### config.mk
export PLATFORM = sky130hd
export DESIGN_NAME = xsd_duration_text_parser_flat
export DESIGN_NICKNAME = d
export VERILOG_FILES = /design/src/rtl/core/xdp_pkg.sv /design/src/rtl/core/xdp_if.sv /design/src/rtl/core/xdp_front.sv /design/src/rtl/core/xdp_queue.sv /design/src/rtl/core/xdp_back.sv /design/src/rtl/core/xsd_duration_text_parser.sv /design/src/flat_wrapper.sv
export SDC_FILE = /design/constraint.sdc
export NUM_CORES = 2
export LEC_CHECK = 0
export ABC_AREA = 1
export BUFFER_PORTS_ARGS = -buffer_cell sky130_fd_sc_hd__buf_2
export CAP_MARGIN = 15
export CORE_ASPECT_RATIO = 0.75
export CORE_MARGIN = 8
export CORE_UTILIZATION = 40
export CTS_CLUSTER_SIZE = 12
export DETAILED_ROUTE_END_ITERATION = 8
export MAX_ROUTING_LAYER = met4
export PLACE_DENSITY = 0.67
export SLEW_MARGIN = 20
export SYNTH_ARGS = -nofsm -noshare
export SYNTH_HDL_FRONTEND = slang
export SYNTH_SLANG_ARGS = --single-unit
### constraint.sdc
create_clock -name clk -period 22.8 [get_ports clk]
set_input_delay 2.28 -clock clk [delete_from_list [all_inputs] [get_ports clk]]
set_output_delay 2.28 -clock clk [all_outputs]
set_load 0.05 [all_outputs]
### src/rtl/core/xdp_pkg.sv
// Shared types, character codes and constants of the duration parser.
package xdp_pkg;

  localparam int MAX_DIGITS_DEF      = 6;
  localparam int FRACTION_DIGITS_DEF = 6;
  localparam int TICK_DIGITS         = 6;
  localparam int QUEUE_DEPTH         = 2;
  localparam int TICKS_W             = 64;
  localparam int MULT_B_W            = 32;

  localparam logic [7:0] CH_NUL   = 8'h00;
  localparam logic [7:0] CH_MINUS = 8'h2D;
  localparam logic [7:0] CH_DOT   = 8'h2E;
  localparam logic [7:0] CH_ZERO  = 8'h30;
  localparam logic [7:0] CH_NINE  = 8'h39;
  localparam logic [7:0] CH_D     = 8'h44;
  localparam logic [7:0] CH_H     = 8'h48;
  localparam logic [7:0] CH_M     = 8'h4D;
  localparam logic [7:0] CH_P     = 8'h50;
  localparam logic [7:0] CH_S     = 8'h53;
  localparam logic [7:0] CH_T     = 8'h54;

  localparam logic [MULT_B_W-1:0] TICKS_PER_HOUR = 32'd3600000000;
  localparam logic [MULT_B_W-1:0] TICKS_PER_MIN  = 32'd60000000;
  localparam logic [MULT_B_W-1:0] TICKS_PER_SEC  = 32'd1000000;

  typedef enum logic [3:0] {
    PH_START   = 4'd0,
    PH_AFTER_P = 4'd1,
    PH_DAY_INT = 4'd2,
    PH_AFTER_D = 4'd3,
    PH_H_WAIT  = 4'd4,
    PH_H_INT   = 4'd5,
    PH_M_WAIT  = 4'd6,
    PH_M_INT   = 4'd7,
    PH_S_WAIT  = 4'd8,
    PH_S_INT   = 4'd9,
    PH_T_FRAC1 = 4'd10,
    PH_T_FRAC  = 4'd11,
    PH_DONE    = 4'd12,
    PH_B_INT   = 4'd13,
    PH_B_FRAC1 = 4'd14,
    PH_B_FRAC  = 4'd15
  } phase_t;

  typedef enum logic [1:0] {
    BK_IDLE = 2'd0,
    BK_MUL  = 2'd1,
    BK_SIGN = 2'd2,
    BK_OUT  = 2'd3
  } bk_state_t;

  // Scale of a fraction with n kept digits to microseconds: 10^(6-n).
  function automatic logic [MULT_B_W-1:0] frac_scale(input logic [2:0] n);
    logic [MULT_B_W-1:0] s;
    case (n)
      3'd0: s = 32'd1000000;
      3'd1: s = 32'd100000;
      3'd2: s = 32'd10000;
      3'd3: s = 32'd1000;
      3'd4: s = 32'd100;
      3'd5: s = 32'd10;
      3'd6: s = 32'd1;
      default: s = 32'd0;
    endcase
    return s;
  endfunction

endpackage

### src/rtl/core/xdp_if.sv
// Request channel interfaces: characters in, parse results out, configuration writes.
interface xdp_char_if;
  logic       valid;
  logic       ready;
  logic [7:0] char_code;
  modport source(output valid, output char_code, input ready);
  modport sink(input valid, input char_code, output ready);
endinterface

interface xdp_result_if;
  logic                                valid;
  logic                                ready;
  logic                                parse_ok;
  logic                                minus_seen;
  logic signed [xdp_pkg::TICKS_W-1:0]  total_ticks;
  modport source(output valid, output parse_ok, output minus_seen, output total_ticks,
                 input ready);
  modport sink(input valid, input parse_ok, input minus_seen, input total_ticks,
               output ready);
endinterface

interface xdp_cfg_if;
  logic valid;
  logic ready;
  logic strict_format;
  modport source(output valid, output strict_format, input ready);
  modport sink(input valid, input strict_format, output ready);
endinterface

### src/rtl/core/xdp_front.sv
// Character front end: grammar tracking, digit runs, one record per string.
module xdp_front #(
  parameter int MAX_DIGITS      = xdp_pkg::MAX_DIGITS_DEF,
  parameter int FRACTION_DIGITS = xdp_pkg::FRACTION_DIGITS_DEF,
  parameter int REC_W           = 8
) (
  input  logic              clk,
  input  logic              rst_n,
  xdp_char_if.sink          in_chan,
  xdp_cfg_if.sink           cfg_chan,
  output logic              push_valid,
  input  logic              push_ready,
  output logic [REC_W-1:0]  push_data
);

  localparam int ACC_W     = $clog2(10 ** MAX_DIGITS);
  localparam int DCNT_W    = $clog2(MAX_DIGITS + 1);
  localparam int FRAC_KEEP = (FRACTION_DIGITS < xdp_pkg::TICK_DIGITS) ?
                             FRACTION_DIGITS : xdp_pkg::TICK_DIGITS;
  localparam int FRAC_W    = $clog2(10 ** FRAC_KEEP);
  localparam int FCNT_W    = $clog2(FRAC_KEEP + 1);

  xdp_pkg::phase_t   phase_r, phase_nxt;
  logic              strict_r;
  logic              sign_r, sign_nxt;
  logic              err_r, err_nxt;
  logic [ACC_W-1:0]  dacc_r, dacc_nxt;
  logic [DCNT_W-1:0] dcnt_r, dcnt_nxt;
  logic [FRAC_W-1:0] facc_r, facc_nxt;
  logic [FCNT_W-1:0] fcnt_r, fcnt_nxt;
  logic [ACC_W-1:0]  day_r, day_nxt;
  logic [ACC_W-1:0]  hour_r, hour_nxt;
  logic [ACC_W-1:0]  min_r, min_nxt;
  logic [ACC_W-1:0]  sec_r, sec_nxt;

  logic [7:0]        c;
  logic [3:0]        dval;
  logic              dig;
  logic              take;
  logic              do_int;
  logic              do_frac;
  logic              do_take;
  logic              end_ok;
  logic [ACC_W-1:0]  sec_end;

  assign c    = in_chan.char_code;
  assign dval = c[3:0];
  assign dig  = (c >= xdp_pkg::CH_ZERO) && (c <= xdp_pkg::CH_NINE);
  assign take = in_chan.valid && in_chan.ready;

  assign in_chan.ready  = push_ready;
  assign cfg_chan.ready = 1'b1;

  always_comb begin
    end_ok  = 1'b0;
    sec_end = sec_r;
    case (phase_r)
      xdp_pkg::PH_START: end_ok = !strict_r;
      xdp_pkg::PH_AFTER_P, xdp_pkg::PH_AFTER_D, xdp_pkg::PH_H_WAIT,
      xdp_pkg::PH_M_WAIT, xdp_pkg::PH_S_WAIT, xdp_pkg::PH_DONE,
      xdp_pkg::PH_B_FRAC: end_ok = 1'b1;
      xdp_pkg::PH_B_INT: begin
        end_ok  = 1'b1;
        sec_end = dacc_r;
      end
      default: end_ok = 1'b0;
    endcase
    if (err_r) end_ok = 1'b0;
  end

  assign push_valid = take && (c == xdp_pkg::CH_NUL);
  assign push_data  = {end_ok, end_ok & sign_r, day_r, hour_r, min_r, sec_end,
                       facc_r, fcnt_r};

  always_comb begin
    phase_nxt = phase_r;
    sign_nxt  = sign_r;
    err_nxt   = err_r;
    dacc_nxt  = dacc_r;
    dcnt_nxt  = dcnt_r;
    facc_nxt  = facc_r;
    fcnt_nxt  = fcnt_r;
    day_nxt   = day_r;
    hour_nxt  = hour_r;
    min_nxt   = min_r;
    sec_nxt   = sec_r;
    do_int    = 1'b0;
    do_frac   = 1'b0;
    do_take   = 1'b0;

    if (take && (c != xdp_pkg::CH_NUL) && !err_r) begin
      case (phase_r)
        xdp_pkg::PH_START: begin
          if (c == xdp_pkg::CH_MINUS && !sign_r) sign_nxt = 1'b1;
          else if (c == xdp_pkg::CH_P) phase_nxt = xdp_pkg::PH_AFTER_P;
          else if (!strict_r && dig) begin
            phase_nxt = xdp_pkg::PH_B_INT;
            do_int    = 1'b1;
          end else err_nxt = 1'b1;
        end
        xdp_pkg::PH_AFTER_P: begin
          if (c == xdp_pkg::CH_T) phase_nxt = xdp_pkg::PH_H_WAIT;
          else if (dig) begin
            phase_nxt = xdp_pkg::PH_DAY_INT;
            do_int    = 1'b1;
          end else err_nxt = 1'b1;
        end
        xdp_pkg::PH_DAY_INT: begin
          if (dig) do_int = 1'b1;
          else if (c == xdp_pkg::CH_D) begin
            day_nxt   = dacc_r;
            do_take   = 1'b1;
            phase_nxt = xdp_pkg::PH_AFTER_D;
          end else err_nxt = 1'b1;
        end
        xdp_pkg::PH_AFTER_D: begin
          if (c == xdp_pkg::CH_T) phase_nxt = xdp_pkg::PH_H_WAIT;
          else err_nxt = 1'b1;
        end
        xdp_pkg::PH_H_WAIT: begin
          if (dig) begin
            phase_nxt = xdp_pkg::PH_H_INT;
            do_int    = 1'b1;
          end else err_nxt = 1'b1;
        end
        xdp_pkg::PH_M_WAIT: begin
          if (dig) begin
            phase_nxt = xdp_pkg::PH_M_INT;
            do_int    = 1'b1;
          end else err_nxt = 1'b1;
        end
        xdp_pkg::PH_S_WAIT: begin
          if (dig) begin
            phase_nxt = xdp_pkg::PH_S_INT;
            do_int    = 1'b1;
          end else err_nxt = 1'b1;
        end
        xdp_pkg::PH_H_INT, xdp_pkg::PH_M_INT, xdp_pkg::PH_S_INT: begin
          if (dig) do_int = 1'b1;
          else if (c == xdp_pkg::CH_H && phase_r == xdp_pkg::PH_H_INT) begin
            hour_nxt  = dacc_r;
            do_take   = 1'b1;
            phase_nxt = xdp_pkg::PH_M_WAIT;
          end else if (c == xdp_pkg::CH_M && phase_r != xdp_pkg::PH_S_INT) begin
            min_nxt   = dacc_r;
            do_take   = 1'b1;
            phase_nxt = xdp_pkg::PH_S_WAIT;
          end else if (c == xdp_pkg::CH_S) begin
            sec_nxt   = dacc_r;
            do_take   = 1'b1;
            phase_nxt = xdp_pkg::PH_DONE;
          end else if (c == xdp_pkg::CH_DOT) begin
            sec_nxt   = dacc_r;
            do_take   = 1'b1;
            phase_nxt = xdp_pkg::PH_T_FRAC1;
          end else err_nxt = 1'b1;
        end
        xdp_pkg::PH_T_FRAC1: begin
          if (dig) begin
            do_frac   = 1'b1;
            phase_nxt = xdp_pkg::PH_T_FRAC;
          end else err_nxt = 1'b1;
        end
        xdp_pkg::PH_B_FRAC1: begin
          if (dig) begin
            do_frac   = 1'b1;
            phase_nxt = xdp_pkg::PH_B_FRAC;
          end else err_nxt = 1'b1;
        end
        xdp_pkg::PH_T_FRAC: begin
          if (dig) do_frac = 1'b1;
          else if (c == xdp_pkg::CH_S) phase_nxt = xdp_pkg::PH_DONE;
          else err_nxt = 1'b1;
        end
        xdp_pkg::PH_B_INT: begin
          if (dig) do_int = 1'b1;
          else if (c == xdp_pkg::CH_DOT) begin
            sec_nxt   = dacc_r;
            do_take   = 1'b1;
            phase_nxt = xdp_pkg::PH_B_FRAC1;
          end else err_nxt = 1'b1;
        end
        xdp_pkg::PH_B_FRAC: begin
          if (dig) do_frac = 1'b1;
          else err_nxt = 1'b1;
        end
        default: err_nxt = 1'b1;
      endcase

      if (do_int) begin
        if (dcnt_r < DCNT_W'(MAX_DIGITS)) begin
          dacc_nxt = ACC_W'((ACC_W + 4)'(dacc_r) * (ACC_W + 4)'(10) + (ACC_W + 4)'(dval));
          dcnt_nxt = DCNT_W'(dcnt_r + 1'b1);
        end else err_nxt = 1'b1;
      end
      // digits past the kept ones would be cut off by the tick scaling anyway
      if (do_frac && (fcnt_r < FCNT_W'(FRAC_KEEP))) begin
        facc_nxt = FRAC_W'((FRAC_W + 4)'(facc_r) * (FRAC_W + 4)'(10) + (FRAC_W + 4)'(dval));
        fcnt_nxt = FCNT_W'(fcnt_r + 1'b1);
      end
      if (do_take) begin
        dacc_nxt = '0;
        dcnt_nxt = '0;
      end
    end

    if (push_valid) begin
      phase_nxt = xdp_pkg::PH_START;
      sign_nxt  = 1'b0;
      err_nxt   = 1'b0;
      dacc_nxt  = '0;
      dcnt_nxt  = '0;
      facc_nxt  = '0;
      fcnt_nxt  = '0;
      day_nxt   = '0;
      hour_nxt  = '0;
      min_nxt   = '0;
      sec_nxt   = '0;
    end
  end

  always_ff @(posedge clk) begin
    if (!rst_n) begin
      strict_r <= 1'b0;
      phase_r  <= xdp_pkg::PH_START;
      sign_r   <= 1'b0;
      err_r    <= 1'b0;
      dacc_r   <= '0;
      dcnt_r   <= '0;
      facc_r   <= '0;
      fcnt_r   <= '0;
      day_r    <= '0;
      hour_r   <= '0;
      min_r    <= '0;
      sec_r    <= '0;
    end else begin
      if (cfg_chan.valid) strict_r <= cfg_chan.strict_format;
      phase_r <= phase_nxt;
      sign_r  <= sign_nxt;
      err_r   <= err_nxt;
      dacc_r  <= dacc_nxt;
      dcnt_r  <= dcnt_nxt;
      facc_r  <= facc_nxt;
      fcnt_r  <= fcnt_nxt;
      day_r   <= day_nxt;
      hour_r  <= hour_nxt;
      min_r   <= min_nxt;
      sec_r   <= sec_nxt;
    end
  end

endmodule

### src/rtl/core/xdp_queue.sv
// Short register queue of per-string records between front end and back end.
module xdp_queue #(
  parameter int W     = 8,
  parameter int DEPTH = xdp_pkg::QUEUE_DEPTH
) (
  input  logic         clk,
  input  logic         rst_n,
  input  logic         push_valid,
  output logic         push_ready,
  input  logic [W-1:0] push_data,
  output logic         pop_valid,
  input  logic         pop_ready,
  output logic [W-1:0] pop_data
);

  localparam int PTR_W = (DEPTH > 1) ? $clog2(DEPTH) : 1;
  localparam int CNT_W = $clog2(DEPTH + 1);

  logic [W-1:0]     mem_r [DEPTH];
  logic [PTR_W-1:0] wptr_r, wptr_nxt;
  logic [PTR_W-1:0] rptr_r, rptr_nxt;
  logic [CNT_W-1:0] cnt_r, cnt_nxt;
  logic             do_push;
  logic             do_pop;

  assign push_ready = (cnt_r != CNT_W'(DEPTH));
  assign pop_valid  = (cnt_r != '0);
  assign pop_data   = mem_r[rptr_r];
  assign do_push    = push_valid && push_ready;
  assign do_pop     = pop_valid && pop_ready;

  always_comb begin
    wptr_nxt = wptr_r;
    rptr_nxt = rptr_r;
    cnt_nxt  = cnt_r;
    if (do_push) wptr_nxt = (wptr_r == PTR_W'(DEPTH - 1)) ? '0 : PTR_W'(wptr_r + 1'b1);
    if (do_pop)  rptr_nxt = (rptr_r == PTR_W'(DEPTH - 1)) ? '0 : PTR_W'(rptr_r + 1'b1);
    if (do_push && !do_pop) cnt_nxt = CNT_W'(cnt_r + 1'b1);
    else if (do_pop && !do_push) cnt_nxt = CNT_W'(cnt_r - 1'b1);
  end

  always_ff @(posedge clk) begin
    if (!rst_n) begin
      wptr_r <= '0;
      rptr_r <= '0;
      cnt_r  <= '0;
    end else begin
      wptr_r <= wptr_nxt;
      rptr_r <= rptr_nxt;
      cnt_r  <= cnt_nxt;
    end
  end

  always_ff @(posedge clk) begin
    if (do_push) mem_r[wptr_r] <= push_data;
  end

endmodule

### src/rtl/core/xdp_back.sv
// Back end: combines the parts of one string into signed microsecond ticks.
module xdp_back #(
  parameter int MAX_DIGITS      = xdp_pkg::MAX_DIGITS_DEF,
  parameter int FRACTION_DIGITS = xdp_pkg::FRACTION_DIGITS_DEF,
  parameter int REC_W           = 8
) (
  input  logic             clk,
  input  logic             rst_n,
  input  logic             pop_valid,
  output logic             pop_ready,
  input  logic [REC_W-1:0] pop_data,
  xdp_result_if.source     out_chan
);

  localparam int ACC_W     = $clog2(10 ** MAX_DIGITS);
  localparam int FRAC_KEEP = (FRACTION_DIGITS < xdp_pkg::TICK_DIGITS) ?
                             FRACTION_DIGITS : xdp_pkg::TICK_DIGITS;
  localparam int FRAC_W    = $clog2(10 ** FRAC_KEEP);
  localparam int FCNT_W    = $clog2(FRAC_KEEP + 1);
  localparam int HW        = ACC_W + 5;
  localparam int PW        = HW + xdp_pkg::MULT_B_W;
  localparam int SUM_W     = PW + 2;
  localparam int TW        = xdp_pkg::TICKS_W;

  xdp_pkg::bk_state_t st_r, st_nxt;
  logic [2:0]         term_r, term_nxt;
  logic               ok_r, ok_nxt;
  logic               neg_r, neg_nxt;
  logic [HW-1:0]      hours_r, hours_nxt;
  logic [ACC_W-1:0]   min_r, min_nxt;
  logic [ACC_W-1:0]   sec_r, sec_nxt;
  logic [FRAC_W-1:0]  frac_r, frac_nxt;
  logic [FCNT_W-1:0]  fcnt_r, fcnt_nxt;
  logic [PW-1:0]      prod_r, prod_nxt;
  logic [SUM_W-1:0]   sum_r, sum_nxt;
  logic [TW-1:0]      ticks_r, ticks_nxt;

  logic               rec_ok;
  logic               rec_neg;
  logic [ACC_W-1:0]   rec_day;
  logic [ACC_W-1:0]   rec_hour;
  logic [ACC_W-1:0]   rec_min;
  logic [ACC_W-1:0]   rec_sec;
  logic [FRAC_W-1:0]  rec_frac;
  logic [FCNT_W-1:0]  rec_fcnt;
  logic [HW-1:0]      op_a;
  logic [xdp_pkg::MULT_B_W-1:0] op_b;
  logic [TW-1:0]      mag;

  assign {rec_ok, rec_neg, rec_day, rec_hour, rec_min, rec_sec, rec_frac, rec_fcnt} = pop_data;

  assign pop_ready            = (st_r == xdp_pkg::BK_IDLE);
  assign out_chan.valid       = (st_r == xdp_pkg::BK_OUT);
  assign out_chan.parse_ok    = ok_r;
  assign out_chan.minus_seen  = neg_r;
  assign out_chan.total_ticks = ticks_r;

  always_comb begin
    case (term_r)
      3'd0: begin
        op_a = hours_r;
        op_b = xdp_pkg::TICKS_PER_HOUR;
      end
      3'd1: begin
        op_a = HW'(min_r);
        op_b = xdp_pkg::TICKS_PER_MIN;
      end
      3'd2: begin
        op_a = HW'(sec_r);
        op_b = xdp_pkg::TICKS_PER_SEC;
      end
      3'd3: begin
        op_a = HW'(frac_r);
        op_b = xdp_pkg::frac_scale(3'(fcnt_r));
      end
      default: begin
        op_a = '0;
        op_b = '0;
      end
    endcase
  end

  assign mag = TW'(sum_r);

  always_comb begin
    st_nxt    = st_r;
    term_nxt  = term_r;
    ok_nxt    = ok_r;
    neg_nxt   = neg_r;
    hours_nxt = hours_r;
    min_nxt   = min_r;
    sec_nxt   = sec_r;
    frac_nxt  = frac_r;
    fcnt_nxt  = fcnt_r;
    prod_nxt  = prod_r;
    sum_nxt   = sum_r;
    ticks_nxt = ticks_r;
    case (st_r)
      xdp_pkg::BK_IDLE: begin
        if (pop_valid) begin
          ok_nxt    = rec_ok;
          neg_nxt   = rec_neg;
          hours_nxt = (HW'(rec_day) << 4) + (HW'(rec_day) << 3) + HW'(rec_hour);
          min_nxt   = rec_min;
          sec_nxt   = rec_sec;
          frac_nxt  = rec_frac;
          fcnt_nxt  = rec_fcnt;
          prod_nxt  = '0;
          sum_nxt   = '0;
          term_nxt  = 3'd0;
          st_nxt    = xdp_pkg::BK_MUL;
        end
      end
      xdp_pkg::BK_MUL: begin
        prod_nxt = PW'(op_a) * PW'(op_b);
        sum_nxt  = sum_r + SUM_W'(prod_r);
        term_nxt = term_r + 3'd1;
        if (term_r == 3'd4) st_nxt = xdp_pkg::BK_SIGN;
      end
      xdp_pkg::BK_SIGN: begin
        if (!ok_r) ticks_nxt = '0;
        else if (neg_r) ticks_nxt = -mag;
        else ticks_nxt = mag;
        st_nxt = xdp_pkg::BK_OUT;
      end
      xdp_pkg::BK_OUT: begin
        if (out_chan.ready) st_nxt = xdp_pkg::BK_IDLE;
      end
      default: st_nxt = xdp_pkg::BK_IDLE;
    endcase
  end

  always_ff @(posedge clk) begin
    if (!rst_n) begin
      st_r   <= xdp_pkg::BK_IDLE;
      term_r <= 3'd0;
    end else begin
      st_r   <= st_nxt;
      term_r <= term_nxt;
    end
  end

  always_ff @(posedge clk) begin
    ok_r    <= ok_nxt;
    neg_r   <= neg_nxt;
    hours_r <= hours_nxt;
    min_r   <= min_nxt;
    sec_r   <= sec_nxt;
    frac_r  <= frac_nxt;
    fcnt_r  <= fcnt_nxt;
    prod_r  <= prod_nxt;
    sum_r   <= sum_nxt;
    ticks_r <= ticks_nxt;
  end

endmodule

### src/rtl/core/xsd_duration_text_parser.sv
// Duration text parser top level: front end, record queue and tick combiner.
// Characters of an ISO 8601 / XSD duration string ("-P1DT2H3M4.5S", or bare
// "4.5" seconds when strict_format is 0) are taken one per clock cycle
// while the record queue has room; the zero byte that ends a string makes
// one result with parse_ok, minus_seen and the signed total in microsecond
// ticks. The front end classifies every character in the cycle it is taken
// and, on the zero byte, queues one record in a two-entry queue. The back
// end turns a record into ticks with a single shared multiplier, one term
// per cycle, through pop, five multiply-accumulate steps, sign and output,
// plus any output stall; it takes no new record until its result has left.
// strict_format must be written only while no string is in flight; the
// user must keep to this, as the block itself does not enforce it.
module xsd_duration_text_parser #(
  parameter int MAX_DIGITS      = xdp_pkg::MAX_DIGITS_DEF,
  parameter int FRACTION_DIGITS = xdp_pkg::FRACTION_DIGITS_DEF
) (
  input  logic          clk,
  input  logic          rst_n,
  xdp_char_if.sink      in_chan,
  xdp_result_if.source  out_chan,
  xdp_cfg_if.sink       cfg_chan
);

  localparam int ACC_W     = $clog2(10 ** MAX_DIGITS);
  localparam int FRAC_KEEP = (FRACTION_DIGITS < xdp_pkg::TICK_DIGITS) ?
                             FRACTION_DIGITS : xdp_pkg::TICK_DIGITS;
  localparam int FRAC_W    = $clog2(10 ** FRAC_KEEP);
  localparam int FCNT_W    = $clog2(FRAC_KEEP + 1);
  localparam int REC_W     = 2 + 4 * ACC_W + FRAC_W + FCNT_W;

  logic             push_valid;
  logic             push_ready;
  logic [REC_W-1:0] push_data;
  logic             pop_valid;
  logic             pop_ready;
  logic [REC_W-1:0] pop_data;

  xdp_front #(
    .MAX_DIGITS      (MAX_DIGITS),
    .FRACTION_DIGITS (FRACTION_DIGITS),
    .REC_W           (REC_W)
  ) u_front (
    .clk        (clk),
    .rst_n      (rst_n),
    .in_chan    (in_chan),
    .cfg_chan   (cfg_chan),
    .push_valid (push_valid),
    .push_ready (push_ready),
    .push_data  (push_data)
  );

  xdp_queue #(
    .W     (REC_W),
    .DEPTH (xdp_pkg::QUEUE_DEPTH)
  ) u_queue (
    .clk        (clk),
    .rst_n      (rst_n),
    .push_valid (push_valid),
    .push_ready (push_ready),
    .push_data  (push_data),
    .pop_valid  (pop_valid),
    .pop_ready  (pop_ready),
    .pop_data   (pop_data)
  );

  xdp_back #(
    .MAX_DIGITS      (MAX_DIGITS),
    .FRACTION_DIGITS (FRACTION_DIGITS),
    .REC_W           (REC_W)
  ) u_back (
    .clk       (clk),
    .rst_n     (rst_n),
    .pop_valid (pop_valid),
    .pop_ready (pop_ready),
    .pop_data  (pop_data),
    .out_chan  (out_chan)
  );

endmodule

### src/flat_wrapper.sv
// flat-port wrapper written by rule: the top's interface ports become plain ports
module xsd_duration_text_parser_flat 
#(
  parameter int MAX_DIGITS      = xdp_pkg::MAX_DIGITS_DEF,
  parameter int FRACTION_DIGITS = xdp_pkg::FRACTION_DIGITS_DEF
)
  (clk, rst_n, in_chan_valid, in_chan_char_code, in_chan_ready, out_chan_valid, out_chan_parse_ok, out_chan_minus_seen, out_chan_total_ticks, out_chan_ready, cfg_chan_valid, cfg_chan_strict_format, cfg_chan_ready);
  xdp_char_if in_chan_i ();
  xdp_result_if out_chan_i ();
  xdp_cfg_if cfg_chan_i ();
  input  logic clk;
  input  logic rst_n;
  input wire logic [$bits(in_chan_i.valid)-1:0] in_chan_valid;
  input wire logic [$bits(in_chan_i.char_code)-1:0] in_chan_char_code;
  output wire logic [$bits(in_chan_i.ready)-1:0] in_chan_ready;
  output wire logic [$bits(out_chan_i.valid)-1:0] out_chan_valid;
  output wire logic [$bits(out_chan_i.parse_ok)-1:0] out_chan_parse_ok;
  output wire logic [$bits(out_chan_i.minus_seen)-1:0] out_chan_minus_seen;
  output wire logic [$bits(out_chan_i.total_ticks)-1:0] out_chan_total_ticks;
  input wire logic [$bits(out_chan_i.ready)-1:0] out_chan_ready;
  input wire logic [$bits(cfg_chan_i.valid)-1:0] cfg_chan_valid;
  input wire logic [$bits(cfg_chan_i.strict_format)-1:0] cfg_chan_strict_format;
  output wire logic [$bits(cfg_chan_i.ready)-1:0] cfg_chan_ready;
  assign in_chan_i.valid = in_chan_valid;
  assign in_chan_i.char_code = in_chan_char_code;
  assign in_chan_ready = in_chan_i.ready;
  assign out_chan_valid = out_chan_i.valid;
  assign out_chan_parse_ok = out_chan_i.parse_ok;
  assign out_chan_minus_seen = out_chan_i.minus_seen;
  assign out_chan_total_ticks = out_chan_i.total_ticks;
  assign out_chan_i.ready = out_chan_ready;
  assign cfg_chan_i.valid = cfg_chan_valid;
  assign cfg_chan_i.strict_format = cfg_chan_strict_format;
  assign cfg_chan_ready = cfg_chan_i.ready;
  xsd_duration_text_parser #(.MAX_DIGITS(MAX_DIGITS), .FRACTION_DIGITS(FRACTION_DIGITS)) u_core (.clk(clk), .rst_n(rst_n), .in_chan(in_chan_i), .out_chan(out_chan_i), .cfg_chan(cfg_chan_i));
endmodule
==> metrics.yaml <==
setup_viol: 0
critPathBufInv: 9
grt_pass1_vias: 42900
grt_max_degree: 105
die_h_um: 339
synth_nets: 7340
fillCellCount: 13500
rsz0062_at_grt: "no"
dominantRegCellSynth: "edfxtp_1"
synth.cell_area_um2: 55600
avgSynthCellArea_um2: 8.82
multiInputGateArea_um2: 32900
synth_compound_area_frac: 0.108
fmax_mhz: 88.9
start_kind: "flip-flop"
drc_errors: 0
htree_levels: 3
yosys.area_share.simple: 0.147
rows: 118
dp_hpwl_mm: 132
required_ps: 23200
design.die.area_um2: 151000
die_x_um: 447
ant_nets: 0
drive_gt1_frac: 0.0696
hold_viol: 0
critPathMostFrequentCell: "inv_1"
cts_root_buf: "clkbuf_16"
num_vias: 43600
synthArstFlopShare: 0
criticalPathCategory: "reg -> reg"
wl_per_cell_um: 19.7
pin_count: 83
endpoint_kind: "flip-flop"
clock_sinks: 623
cts.reportedPaths.clkPinSlew_ps: 60
hold_buffers: 0
grt_util_all_layers: 0.221
period_needed_ps: 11250
ys_seq_elements: 623
fin_nets: 7414
synth_top_cell_area_share: 0.259
cts-buffers-inserted: 69
drtPass1Iterations: 5
clock_latency_ps: 670
fin_crit_sh: 0.493
ys_top_cells_by_area: "edfxtp_1 26%, fa_1 20%, ha_1 10%, inv_1 8.6%, nand2_1 6.1%"
gr-total-overflow: 0
synth_top_family_by_area: "adder cells"
grt_pass1_wl_mm: 255
hp-class: "reg -> reg"
drv_cap: 0
post_cts_buffers: 0
relSlewSlack: 0.299
status: "complete, no violations"
synthCells: 6309
antenna_found_initial: 3
worstPathArrival_ps: 11640
cts_tree: "done"
worst_pin_slew_ps: 1040
crit_slowest_cell: "ha_1"
fin_skew_ps: 36.6
place.gp.congestion: 0.990
yosysSeqAreaShare: 0.311
regArea_um2: 17300
yosys_warnings: 0
cts_resized: 0
cpPeakStageDelay_ps: 880
wl_mm: 164
synth_cell_types: 67
drv_slew: 0
start_util: 0.403
synthTopCellsByCount: "1276 x inv_1, 901 x nand2_1, 725 x nor2_1"
avgViaCountPerCell: 5.25
cp_max_fo: 24
synth_xor_area_frac: 0.00972
synthMuxAreaShare: 0.0211
synth.most_common_cell: "inv_1"
crit_family: "adder cells"
tns_ps: 0
yosysTopAreaCell: "edfxtp_1"
port_buffers: 81
dr.first_iter.drc_count: 4349
clock_path_buffers: 3
synth-edff-count: 480
area_growth_pct: 8.97
coreArea_um2: 138000
synth_fa_ha_area_frac: 0.304
[cells by family (layout without fill, tap and decap cells)]
logic type / count (synthesis) / count (layout)
simple gates: 1972 / 1972
xor+xnor: 60 / 60
compound gates: 1082 / 1082
other cells: 1 / 3
mux: 104 / 104
fa+ha+maj: 1017 / 1017
flops: 623 / 623
buf+inv: 1450 / 1580
[worst register-to-register path: cells and delay by family, from the launching register on]
kind,cells,cell delay (ps)
adder cells (fa/ha/maj),9,4750
buffers and inverters,9,2780
flip-flops,1,400
AO/OA/AOI/OAI,3,400
AND/OR/NAND/NOR,9,2660
[stage by stage]
| step | utilization | hold WS [ps] | std cells | cell area [µm²] | setup slack, ps |
|---|---|---|---|---|---|
| 2_1_floorplan | - | 420 | 6309 | 55600 | 12900 |
| 3_3_place_gp | 0.422 | 428 | 8172 | 58300 | 11210 |
| 4_1_cts | 0.439 | 445 | 8299 | 60600 | 12000 |
| 3_5_place_dp | 0.422 | 433 | 8172 | 58300 | 12040 |
| 6_report | 0.439 | 444 | 8301 | 60600 | 11550 |
| 5_1_grt | 0.439 | 460 | 8301 | 60600 | 11280 |
[placed cells by master, fill, tap and decap left out, drive strengths merged, types with 9 or more instances in the layout]
cell type	synthesis	final
a21boi	11	11
a31oi	48	48
a21o	38	38
nor4	22	22
nand3b	10	10
or2	9	9
buf	39	146
clkbuf	104	101
fa	559	559
nand2	914	914
xor2	41	41
ha	458	458
nor3	62	62
o21a	14	14
a22o	40	40
o21ai	411	411
mux2	104	104
xnor2	19	19
clkinv	14	31
nand3	158	158
nand4	42	42
inv	1293	1296
edfxtp	480	480
a21oi	466	466
nor2	743	743
dfxtp	143	143
o21bai	24	24
[metal layers]
| layer | share of wire | up-vias | GRT usage | routed length (µm) |
|---|---|---|---|---|
| met5 | 0 | - | - | 0 |
| met4 | 0.027 | 0 | 0.0561 | 4440 |
| met3 | 0.10 | 237 | 0.0558 | 16700 |
| met2 | 0.41 | 1902 | 0.309 | 66900 |
| met1 | 0.46 | 21000 | 0.318 | 75800 |
| li1 | - | 20500 | - | - |
[final timing paths]
kind	start	slack (ps)	cells after the start	end
hold / removal	u_core.u_front.day_r[17]	440	0	u_core.u_queue.mem_r[0][100]
hold reg to reg	u_core.u_front.day_r[17]	440	0	u_core.u_queue.mem_r[0][100]
setup reg to reg	u_core.u_back.term_r[2]	11550	30	u_core.u_back.prod_r[45]
setup / recovery	u_core.u_back.term_r[2]	11550	30	u_core.u_back.prod_r[45]
[registers in the layout, summed over array words and instances (netlist names), 25 cells and up, named ones only]
| name | count |
|---|---|
| u_core.u_queue.mem_r | 210 |
| u_core.u_back.out_chan.total_ticks | 64 |
| u_core.u_back.sum_r | 59 |
| u_core.u_back.prod_r | 57 |
| u_core.u_back.hours_r | 25 |
[layout make-up]
type / instances / share of cell area
well taps: 1860 / 0.0384
multi-input cells: 4236 / 0.543
inverters: 1307 / 0.0809
repair buffers: 146 / 0.0149
diodes: 2 / 0.0000826
clock inverters: 26 / 0.00627
flip-flops and latches: 623 / 0.285
clock buffers: 101 / 0.0316
Power is left out: the tool's default activity adds up to more than one toggle a clock period on the data nets, which glitch-free logic cannot reach.
